File: src/mccp_pkg.sv
// mccp_pkg: shared types and constants for the motion correlation candidate picker
// no dependencies
`timescale 1ns / 1ps
package mccp_pkg;

   localparam int ScoreW = 7;
   localparam int WinW = 8;
   localparam int HashW = 24;
   localparam int LevelW = 8;
   localparam int RangeW = 17;
   localparam logic signed [ScoreW-1:0] ScoreLo = -7'sd32;
   localparam logic signed [ScoreW-1:0] ScoreHi = 7'sd32;
   localparam logic [WinW-1:0] WinMax = 8'hFF;

   typedef enum logic [1:0] {
      OP_FEED   = 2'd0,
      OP_RETIRE = 2'd1,
      OP_CLEAR  = 2'd2,
      OP_NONE   = 2'd3
   } op_type;

   typedef enum logic [2:0] {
      CSR_SCORE_FLOOR  = 3'd0,
      CSR_WINDOW_FLOOR = 3'd1,
      CSR_LEAD_FLOOR   = 3'd2,
      CSR_LEVEL_FLOOR  = 3'd3,
      CSR_RANGE_FLOOR  = 3'd4,
      CSR_CLUSTER      = 3'd5
   } csr_type;

   // one classified command handed from front to back
   typedef struct packed {
      op_type                    op;
      logic                      active;   // feed that passes role and range tests
      logic [HashW-1:0]          hash;
      logic signed [LevelW-1:0]  level;
      logic signed [RangeW-1:0]  range;
   } cmd_type;

   typedef struct packed {
      logic signed [ScoreW-1:0] score_floor;
      logic [WinW-1:0]          window_floor;
      logic [6:0]               lead_floor;
      logic [7:0]               level_floor;
      logic [15:0]              range_floor;
      logic [7:0]               cluster_level;
   } cfg_type;

   // packed with pick_valid in the lowest bit, as on the response bus
   typedef struct packed {
      logic [15:0]              eviction_count;
      logic [6:0]               used_count;
      logic [7:0]               runner_gap;
      logic signed [ScoreW-1:0] rival_score;
      logic [WinW-1:0]          top_windows;
      logic signed [ScoreW-1:0] top_score;
      logic [HashW-1:0]         best_hash;
      logic                     have_any;
      logic                     pick_valid;
   } rsp_type;

endpackage

File: src/mccp_front.sv
// mccp_front: accepts request transfers, classifies them, and keeps a two-entry queue
// depends on mccp_pkg
`timescale 1ns / 1ps
module mccp_front import mccp_pkg::*; (
   input  logic    clock,
   input  logic    reset,
   input  logic    in_valid,
   output logic    in_ready,
   input  op_type  in_op,
   input  logic [HashW-1:0] in_hash,
   input  logic signed [LevelW-1:0] in_level,
   input  logic signed [RangeW-1:0] in_range,
   input  logic    in_role,
   output logic    cmd_valid,
   input  logic    cmd_ready,
   output cmd_type cmd
);
   cmd_type q_ff [2];
   cmd_type q_in0, q_in1;
   logic [1:0] cnt_ff, cnt_in;
   logic push, pop;
   cmd_type c;

   // classify the incoming item
   always_comb begin
      c.op     = in_op;
      c.active = (in_op == OP_FEED) && in_role && !in_range[RangeW-1];
      c.hash   = in_hash;
      c.level  = in_level;
      c.range  = in_range;
   end

   assign in_ready  = (cnt_ff != 2'd2);
   assign push      = in_valid && in_ready;
   assign cmd_valid = (cnt_ff != 2'd0);
   assign pop       = cmd_valid && cmd_ready;
   assign cmd       = q_ff[0];

   // queue update, head at entry zero
   always_comb begin
      q_in0  = q_ff[0];
      q_in1  = q_ff[1];
      cnt_in = cnt_ff;
      if (pop) begin
         q_in0 = q_ff[1];
      end
      if (push) begin
         if (cnt_ff == 2'd0 || (cnt_ff == 2'd1 && pop)) q_in0 = c;
         else q_in1 = c;
      end
      cnt_in = cnt_ff + {1'b0, push} - {1'b0, pop};
   end

   always_ff @(posedge clock) begin
      q_ff[0] <= q_in0;
      q_ff[1] <= q_in1;
      if (reset) begin
         cnt_ff <= 2'd0;
      end else begin
         cnt_ff <= cnt_in;
      end
   end
endmodule

File: src/mccp_back.sv
// mccp_back: slot table and sequencer that applies one command and scans for the pick
// depends on mccp_pkg
`timescale 1ns / 1ps
module mccp_back import mccp_pkg::*; #(
   parameter int SLOTS = 8
) (
   input  logic    clock,
   input  logic    reset,
   input  logic    cmd_valid,
   output logic    cmd_ready,
   input  cmd_type cmd,
   input  cfg_type cfg,
   output logic    out_valid,
   input  logic    out_ready,
   output rsp_type out_rsp
);
   localparam int IW = (SLOTS > 1) ? $clog2(SLOTS) : 1;
   localparam int CW = $clog2(SLOTS + 1);

   typedef enum logic [5:0] {
      ST_IDLE   = 6'b000001,
      ST_FIND   = 6'b000010,
      ST_APPLY  = 6'b000100,
      ST_BEST   = 6'b001000,
      ST_RUNNER = 6'b010000,
      ST_DONE   = 6'b100000
   } state_type;

   state_type st_ff, st_in;
   cmd_type cmd_ff;
   logic [IW-1:0] i_ff;
   logic [SLOTS-1:0] used_ff;
   logic [HashW-1:0] hash_ff [SLOTS];
   logic signed [ScoreW-1:0] score_ff [SLOTS];
   logic [WinW-1:0] win_ff [SLOTS];
   logic [SLOTS-1:0] prev_ff;
   logic signed [LevelW-1:0] lvl_ff [SLOTS];
   logic signed [RangeW-1:0] rng_ff [SLOTS];
   logic [15:0] evict_ff;
   // find scan results
   logic hit_ff, free_ff;
   logic [IW-1:0] hit_idx_ff, free_idx_ff, vic_ff;
   // best and runner scan
   logic have_ff;
   logic [IW-1:0] best_ff;
   logic [CW-1:0] n_ff;
   logic signed [ScoreW-1:0] run_ff;
   logic [7:0] gap_ff;
   logic pick_ok;
   rsp_type rsp_ff;
   logic out_ff;

   logic last;
   assign last = (i_ff == IW'(SLOTS - 1));
   assign cmd_ready = st_ff == ST_IDLE;
   assign out_valid = out_ff;
   assign out_rsp = rsp_ff;

   // per-slot feed arithmetic on the target slot, and the rival test for the runner-up scan
   logic [IW-1:0] tgt;
   logic signed [LevelW:0] dl;
   logic signed [RangeW:0] dr;
   logic [LevelW:0] adl;
   logic [RangeW:0] adr;
   logic scored, opp;
   logic signed [ScoreW-1:0] sc_old, sc_new;
   logic signed [LevelW:0] d_lvl;
   logic [LevelW:0] ad_lvl;
   logic rival;

   always_comb begin
      tgt = hit_ff ? hit_idx_ff : (free_ff ? free_idx_ff : vic_ff);
      dl  = {cmd_ff.level[LevelW-1], cmd_ff.level} - {lvl_ff[tgt][LevelW-1], lvl_ff[tgt]};
      dr  = {cmd_ff.range[RangeW-1], cmd_ff.range} - {rng_ff[tgt][RangeW-1], rng_ff[tgt]};
      adl = dl[LevelW] ? (LevelW+1)'(-dl) : dl;
      adr = dr[RangeW] ? (RangeW+1)'(-dr) : dr;
      scored = (adl >= {1'b0, cfg.level_floor}) && (adr >= (RangeW+1)'(cfg.range_floor));
      opp = (dl > 0 && dr < 0) || (dl < 0 && dr > 0);
      sc_old = hit_ff ? score_ff[tgt] : '0;
      if (opp) sc_new = (sc_old < ScoreHi) ? sc_old + 7'sd1 : sc_old;
      else sc_new = (sc_old < ScoreLo + 7'sd2) ? ScoreLo : sc_old - 7'sd2;
      d_lvl = {lvl_ff[i_ff][LevelW-1], lvl_ff[i_ff]} - {lvl_ff[best_ff][LevelW-1],
              lvl_ff[best_ff]};
      ad_lvl = d_lvl[LevelW] ? (LevelW+1)'(-d_lvl) : d_lvl;
      rival = used_ff[i_ff] && (i_ff != best_ff) &&
              !((score_ff[i_ff] >= cfg.score_floor) && (ad_lvl <= {1'b0, cfg.cluster_level}));
   end

   // sequencer
   always_comb begin
      st_in = st_ff;
      unique case (st_ff)
         ST_IDLE:   if (cmd_valid) st_in = (cmd.op == OP_FEED || cmd.op == OP_RETIRE) ?
                                     ST_FIND : ST_APPLY;
         ST_FIND:   if (last) st_in = ST_APPLY;
         ST_APPLY:  st_in = ST_BEST;
         ST_BEST:   if (last) st_in = ST_RUNNER;
         ST_RUNNER: if (last) st_in = ST_DONE;
         ST_DONE:   if (!out_ff || out_ready) st_in = ST_IDLE;
         default:   st_in = ST_IDLE;
      endcase
   end

   always_ff @(posedge clock) begin
      if (reset) begin
         st_ff    <= ST_IDLE;
         out_ff   <= 1'b0;
         used_ff  <= '0;
         prev_ff  <= '0;
         evict_ff <= '0;
         i_ff     <= '0;
         for (int k = 0; k < SLOTS; k++) begin
            hash_ff[k] <= '0; score_ff[k] <= '0; win_ff[k] <= '0;
            lvl_ff[k] <= '0; rng_ff[k] <= '0;
         end
      end else begin
         st_ff <= st_in;
         if (out_ff && out_ready && st_ff != ST_DONE) out_ff <= 1'b0;
         unique case (st_ff)
            ST_IDLE: begin
               cmd_ff <= cmd;
               i_ff <= '0;
               hit_ff <= 1'b0; free_ff <= 1'b0; vic_ff <= '0;
            end
            ST_FIND: begin
               // lookup, first free slot and eviction victim in one pass
               if (used_ff[i_ff] && hash_ff[i_ff] == cmd_ff.hash && !hit_ff) begin
                  hit_ff <= 1'b1; hit_idx_ff <= i_ff;
               end
               if (!used_ff[i_ff] && !free_ff) begin
                  free_ff <= 1'b1; free_idx_ff <= i_ff;
               end
               if (i_ff != '0 && (score_ff[i_ff] < score_ff[vic_ff] ||
                   (score_ff[i_ff] == score_ff[vic_ff] && win_ff[i_ff] > win_ff[vic_ff])))
                  vic_ff <= i_ff;
               i_ff <= last ? '0 : i_ff + 1'b1;
            end
            ST_APPLY: begin
               i_ff <= '0;
               if (cmd_ff.op == OP_CLEAR) begin
                  used_ff <= '0; prev_ff <= '0; evict_ff <= '0;
                  for (int k = 0; k < SLOTS; k++) begin
                     hash_ff[k] <= '0; score_ff[k] <= '0; win_ff[k] <= '0;
                     lvl_ff[k] <= '0; rng_ff[k] <= '0;
                  end
               end else if (cmd_ff.op == OP_RETIRE && hit_ff) begin
                  used_ff[hit_idx_ff] <= 1'b0; prev_ff[hit_idx_ff] <= 1'b0;
                  hash_ff[hit_idx_ff] <= '0; score_ff[hit_idx_ff] <= '0;
                  win_ff[hit_idx_ff] <= '0; lvl_ff[hit_idx_ff] <= '0;
                  rng_ff[hit_idx_ff] <= '0;
               end else if (cmd_ff.op == OP_FEED && cmd_ff.active) begin
                  if (!hit_ff && !free_ff) evict_ff <= evict_ff + 16'd1;
                  used_ff[tgt] <= 1'b1;
                  hash_ff[tgt] <= cmd_ff.hash;
                  prev_ff[tgt] <= 1'b1;
                  lvl_ff[tgt]  <= cmd_ff.level;
                  rng_ff[tgt]  <= cmd_ff.range;
                  if (!hit_ff) win_ff[tgt] <= 8'd1;
                  else if (win_ff[tgt] < WinMax) win_ff[tgt] <= win_ff[tgt] + 8'd1;
                  if (hit_ff && prev_ff[tgt] && scored) score_ff[tgt] <= sc_new;
                  else if (!hit_ff) score_ff[tgt] <= '0;
               end
               have_ff <= 1'b0; best_ff <= '0; n_ff <= '0;
            end
            ST_BEST: begin
               if (used_ff[i_ff]) begin
                  n_ff <= n_ff + 1'b1;
                  if (!have_ff || score_ff[i_ff] > score_ff[best_ff]) best_ff <= i_ff;
                  have_ff <= 1'b1;
               end
               i_ff <= last ? '0 : i_ff + 1'b1;
               run_ff <= ScoreLo; gap_ff <= '0;
            end
            ST_RUNNER: begin
               if (have_ff && rival && score_ff[i_ff] > run_ff) begin
                  run_ff <= score_ff[i_ff];
                  gap_ff <= ad_lvl[7:0];
               end
               i_ff <= last ? '0 : i_ff + 1'b1;
            end
            ST_DONE: begin
               if (!out_ff || out_ready) begin
                  out_ff <= 1'b1;
                  rsp_ff.have_any       <= have_ff;
                  rsp_ff.best_hash      <= have_ff ? hash_ff[best_ff] : '0;
                  rsp_ff.top_score      <= have_ff ? score_ff[best_ff] : '0;
                  rsp_ff.top_windows    <= have_ff ? win_ff[best_ff] : '0;
                  rsp_ff.rival_score    <= run_ff;
                  rsp_ff.runner_gap     <= gap_ff;
                  rsp_ff.used_count     <= 7'(n_ff);
                  rsp_ff.eviction_count <= evict_ff;
                  rsp_ff.pick_valid     <= pick_ok;
               end
            end
            default: ;
         endcase
      end
   end

   // pick test on the finished scan
   always_comb begin
      pick_ok = have_ff && (score_ff[best_ff] >= cfg.score_floor) &&
                (win_ff[best_ff] >= cfg.window_floor) &&
                (($signed({score_ff[best_ff][ScoreW-1], score_ff[best_ff]}) -
                  $signed({run_ff[ScoreW-1], run_ff})) >= $signed({1'b0, cfg.lead_floor}));
   end
endmodule

File: src/motion_correlation_candidate_picker.sv
// channel | direction | payload
// req     | in        | op, label_hash, mean_level_dbm, range_now_mm, role_outside
// rsp     | out       | pick_valid .. eviction_count, one per request
// csr     | in        | register index and write data
// When the back end is idle, a feed or retire goes from request transfer to response
// valid through a lookup pass, an apply step, the best and runner-up passes and an
// output load. Clear and unused ops skip the lookup pass. A two-entry queue takes
// requests while the back end works. Reset is synchronous and clears table, counter
// and registers to their defaults. A stalled response holds the back end only.
// depends on mccp_pkg, mccp_front, mccp_back
`timescale 1ns / 1ps
module motion_correlation_candidate_picker import mccp_pkg::*; #(
   parameter int SLOTS = 8
) (
   input  logic        clock,
   input  logic        reset,
   input  logic        req_tvalid,
   output logic        req_tready,
   // op[1:0], label_hash[25:2], mean_level_dbm[33:26], range_now_mm[50:34],
   // role_outside[51], zero fill to 56
   input  logic [55:0] req_tdata,
   output logic        rsp_tvalid,
   input  logic        rsp_tready,
   // pick_valid[0], have_any[1], best_hash[25:2], top score[32:26],
   // top windows[40:33], rival score[47:41], runner gap[55:48],
   // used_count[62:56], eviction_count[78:63], zero fill to 80
   output logic [79:0] rsp_tdata,
   input  logic        csr_valid,
   output logic        csr_ready,
   input  logic [2:0]  csr_index,
   input  logic [15:0] csr_data
);
   cfg_type cfg_ff;
   logic cmd_valid, cmd_ready;
   cmd_type cmd;
   rsp_type r;

   assign csr_ready = 1'b1;

   // register writes
   always_ff @(posedge clock) begin
      if (reset) begin
         cfg_ff <= '{score_floor: 7'sd3, window_floor: 8'd3, lead_floor: 7'd2,
                     level_floor: 8'd3, range_floor: 16'd300, cluster_level: 8'd6};
      end else if (csr_valid) begin
         case (csr_index)
            CSR_SCORE_FLOOR:  cfg_ff.score_floor   <= csr_data[6:0];
            CSR_WINDOW_FLOOR: cfg_ff.window_floor  <= csr_data[7:0];
            CSR_LEAD_FLOOR:   cfg_ff.lead_floor    <= csr_data[6:0];
            CSR_LEVEL_FLOOR:  cfg_ff.level_floor   <= csr_data[7:0];
            CSR_RANGE_FLOOR:  cfg_ff.range_floor   <= csr_data;
            CSR_CLUSTER:      cfg_ff.cluster_level <= csr_data[7:0];
            default: ;
         endcase
      end
   end

   mccp_front u_front (
      .clock, .reset,
      .in_valid(req_tvalid), .in_ready(req_tready),
      .in_op(op_type'(req_tdata[1:0])), .in_hash(req_tdata[25:2]),
      .in_level(req_tdata[33:26]), .in_range(req_tdata[50:34]),
      .in_role(req_tdata[51]),
      .cmd_valid, .cmd_ready, .cmd
   );

   mccp_back #(.SLOTS(SLOTS)) u_back (
      .clock, .reset, .cmd_valid, .cmd_ready, .cmd, .cfg(cfg_ff),
      .out_valid(rsp_tvalid), .out_ready(rsp_tready), .out_rsp(r)
   );

   assign rsp_tdata = {1'b0, r.eviction_count, r.used_count, r.runner_gap, r.rival_score,
                       r.top_windows, r.top_score, r.best_hash, r.have_any, r.pick_valid};
endmodule

File: config.mk
export PLATFORM = sky130hd
export DESIGN_NAME = motion_correlation_candidate_picker
export DESIGN_NICKNAME = d
export VERILOG_FILES = /design/src/mccp_pkg.sv /design/src/mccp_front.sv /design/src/mccp_back.sv /design/src/motion_correlation_candidate_picker.sv
export SDC_FILE = /design/constraint.sdc
export NUM_CORES = 2
export LEC_CHECK = 0
export BUFFER_PORTS_ARGS = -buffer_cell sky130_fd_sc_hd__buf_4
export CORE_ASPECT_RATIO = 1.75
export CORE_UTILIZATION = 50
export DETAILED_ROUTE_END_ITERATION = 8
export PLACE_DENSITY = 0.71
export SYNTH_ARGS = -nofsm -noshare
export SYNTH_HDL_FRONTEND = slang
export SYNTH_SLANG_ARGS = --single-unit
File: constraint.sdc
create_clock -name clock -period 23.2 [get_ports clock]
set_clock_uncertainty 0.1 [all_clocks]
set_input_delay 4.64 -clock clock [delete_from_list [all_inputs] [get_ports clock]]
set_output_delay 4.64 -clock clock [all_outputs]
set_load 0.05 [all_outputs]
==> summary.txt <==
Pwr
  – Peak supply drop: 0.0776 mV
  – Leakage: 17.6 nW
  – Pwr dens: 108 nW/µm²

Clocking
  – Reg clk slew, reported paths: 60 ps
  – CTS Buffer Depth: 3
  – Clock insertion delay at the later pin of the skew report: 690 ps
  – Clk sinks: 885
  – CTS tree: yes
  – Setup Buffers After CTS: 0
  – CTS Buf Count: 81
  – # hold bufs at CTS: 0
  – CTS root buf: clkbuf_16
  – H-Tree Depth: 3
  – # resized after CTS: 0

STA
  – Fin. max-slew vios: 0
  – Setup TNS: 0 ps
  – Fmax: 110 MHz
  – Slew Limit Headroom: 5.30%
  – Final Hold Fails: 0
  – PnR worst setup slack: 14090 ps
  – Tcrit/Tclk final: 39.3%
  – Worst-margin pin slew: 1420 ps
  – Setup violators final: 0
  – Final min period: 9110 ps
  – RSZ-0062 raised after global routing: no

Synth
  – Synth unique cells: 91
  – Yosys top cell area share: 47.9%
  – Area contributors post-synth: edfxtp_1 (48%), mux4_2 (11%), dfxtp_1 (7.0%), nor2_1 (4.9%), ha_1 (4.0%)
  – Sequential share of the synthesized area: 54.9%
  – #FFs+latches synth: 885
  – Synth warn: 0
  – Avg Inst Size Synth: 12.4 µm²
  – Post-synth top area cell: edfxtp_1
  – Asr flop ratio synth: 0%
  – Synthesized instance count: 3674
  – EDFF count, synth: 726
  – Post-Syn Area: 45500 µm²
  – Count leader, synth: edfxtp_1
  – Commonest cells in the netlist: edfxtp_1 (726), nor2_1 (598), nand2_1 (321)
  – Top FF cell, synth: edfxtp_1

Floorplanning
  – Core Area: 90200 µm²
  – Row Count: 146
  – Area of the die: 92200 µm²
  – Initial Util: 50.4%
  – Die Width: 230 µm
  – Die extent in y: 401 µm
  – I/O pin count: 163

Hold path
  – Hold depth: 0
  – Worst hold path endpoint: u_back.cmd_ff[48]
  – Hold crit path type: reg -> reg
  – Hold_sp: u_front.q_ff[0][48]

Setup path
  – Worst reg2reg startpoint: u_back.hit_ff
  – WP data arrival: 9330 ps
  – Worst R2R Path Depth: 27
  – Buf/Inv on CP: 3
  – Worst path most repeated cell: buf_4
  – Critical path class: in -> reg
  – R2R Setup Slk: 14260 ps
  – Crit path cell chain: buf_4, nor4_2, buf_4, mux2_2, nor2_1, nand2_4, nand2_2, buf_4
  – Worst path required time: 23420 ps
  – Top Family by Delay on Critical Path: simple AND/OR/NAND/NOR gates
  – Crit start category: input pin
  – Cell at the slowest stage of the critical path: nand2_2
  – Slowest stage delay, CP: 900 ps
  – Crit end category: flop
  – Reg2reg end: u_back.score_ff[3][3]
  – Crit path max fanout: 50

Finish
  – Nets: 4000
  – Share of cells above drive strength 1: 18.3%
  – Layout area overhead: 11.5%
  – Area of the multi-input gates: 19400 µm²
  – Final instance area: 50700 µm²
  – Layout Utilization: 56.2%
  – Register area: 25000 µm²
  – Fillers: 7483
  – Non-Filler Instances: 5025

Route
  – Residual DRC count: 0
  – Via-to-Cell Ratio: 6.37
  – Drt pass-1 iters: 6
  – Detailed-route via count: 32.0k
  – Initial DRC count: 3279
  – DRT Wirelength: 132000 µm
  – WL per Instance: 26.4 µm
  – Final ANT Viol Nets: 0

Global route
  – Number of global-route vias before repair: 32.2k
  – Global route total overflow: 0
  – Initial antenna violation count: 1
  – Pin count of the biggest net entering global routing: 91
  – Gr usage total: 28.8%
  – First-pass GRT wire length: 196000 µm

Place
  – I/O Buffers: 153
  – Routability congestion estimate: 0.978
  – Placed Cells incl. Taps: 4873
  – Detailed Place HPWL: 86800 µm
  – Pre-CTS setup slack: 13550 ps
  – Placed inst area: 47900 µm²

Run
  – Max cap viols: 0

Status
  – Status: complete, no violations
[cell type report]
cell class,instances,share of cell area [%]
sequential,885,49.3
clock buffer,101,4.35
multi-input combinational,2483,38.3
inverter,104,0.770
antenna,1,0.00493
timing repair buffer,217,3.21
tap,1184,2.92
clock inverter,50,1.17
[flip-flops by register name, indices dropped and copies added (netlist names), 4 cells and up, named ones only]
name	flops
u_back.hash_ff	192
u_back.rng_ff	136
u_front.q_ff	104
u_back.out_rsp	76
u_back.lvl_ff	64
u_back.win_ff	64
u_back.score_ff	56
cfg_ff	54
u_back.cmd_ff	52
u_back.evict_ff	16
u_back.gap_ff	8
u_back.prev_ff	8
u_back.used_ff	8
u_back.run_ff	7
u_back.st_ff	6
u_back.n_ff	4
[layout by cell type, fill, tap and decap left out, types with 25 or more instances in the layout]
cell / count
xor2_1: 49
o21ai_0: 110
xnor2_1: 50
clkbuf_16: 84
ha_1: 144
nand3_1: 45
o21a_1: 35
nand2_1: 305
buf_4: 217
o22ai_1: 26
a22oi_1: 54
edfxtp_1: 726
mux2_2: 55
nor2b_1: 31
a21oi_1: 112
nor3_1: 56
mux2i_1: 152
and3_1: 30
dfxtp_1: 153
nand2b_1: 33
mux4_2: 227
inv_1: 102
and2_1: 25
a21o_1: 31
nor4_1: 32
nor2_1: 594
[worst max-delay path by stage]
stage,start,endpoint,slack (ps),depth (start not counted)
detailed placement,reset,u_back.rng_ff[6][13],13550,8
global route,u_back.free_ff,u_back.score_ff[3][3],14020,24
finish,reset,u_back.rng_ff[6][1],14090,8
CTS,reset,u_back.rng_ff[6][7],14250,8
global placement,reset,u_back.rng_ff[6][13],13680,8
floorplan,reset,u_back.out_rsp[0],11680,4
[per-layer routing]
| layer | vias up | global-route usage (%) | part of all wire [%] |
|---|---|---|---|
| li1 | 13976 | - | - |
| met5 | - | 0 | 0 |
| met3 | 557 | 5.18 | 8.3 |
| met1 | 15719 | 31.9 | 34 |
| met2 | 1770 | 49.0 | 50 |
| met4 | 0 | 21.5 | 8.3 |
[report_power, final]
group | internal (mW) | switching (mW)
Sequential | 1.89 | 0.117
Combinational | 0.810 | 1.22
Clock | 0.806 | 0.613
[per-stage QoR]
| step | power [mW] | hold WS, ps |
|---|---|---|
| 2_1_floorplan | 3.48 | 300 |
| 3_3_place_gp | 3.99 | 305 |
| 3_5_place_dp | 4.03 | 314 |
| 4_1_cts | 5.44 | 323 |
| 5_1_grt | 5.73 | 338 |
| 6_report | 5.46 | 319 |
[cell families after synthesis]
kind of cell             share of synthesized area, %
AO/OA/AOI/OAI                                    7.78
XOR/XNOR                                         1.91
adder cells (fa/ha/maj)                          4.14
buffers and inverters                            2.81
flip-flops                                       54.9
multiplexers                                     16.0
other                                          0.0165
AND/OR/NAND/NOR                                  12.4
No activity file was read; power rests on OpenSTA's default activity.
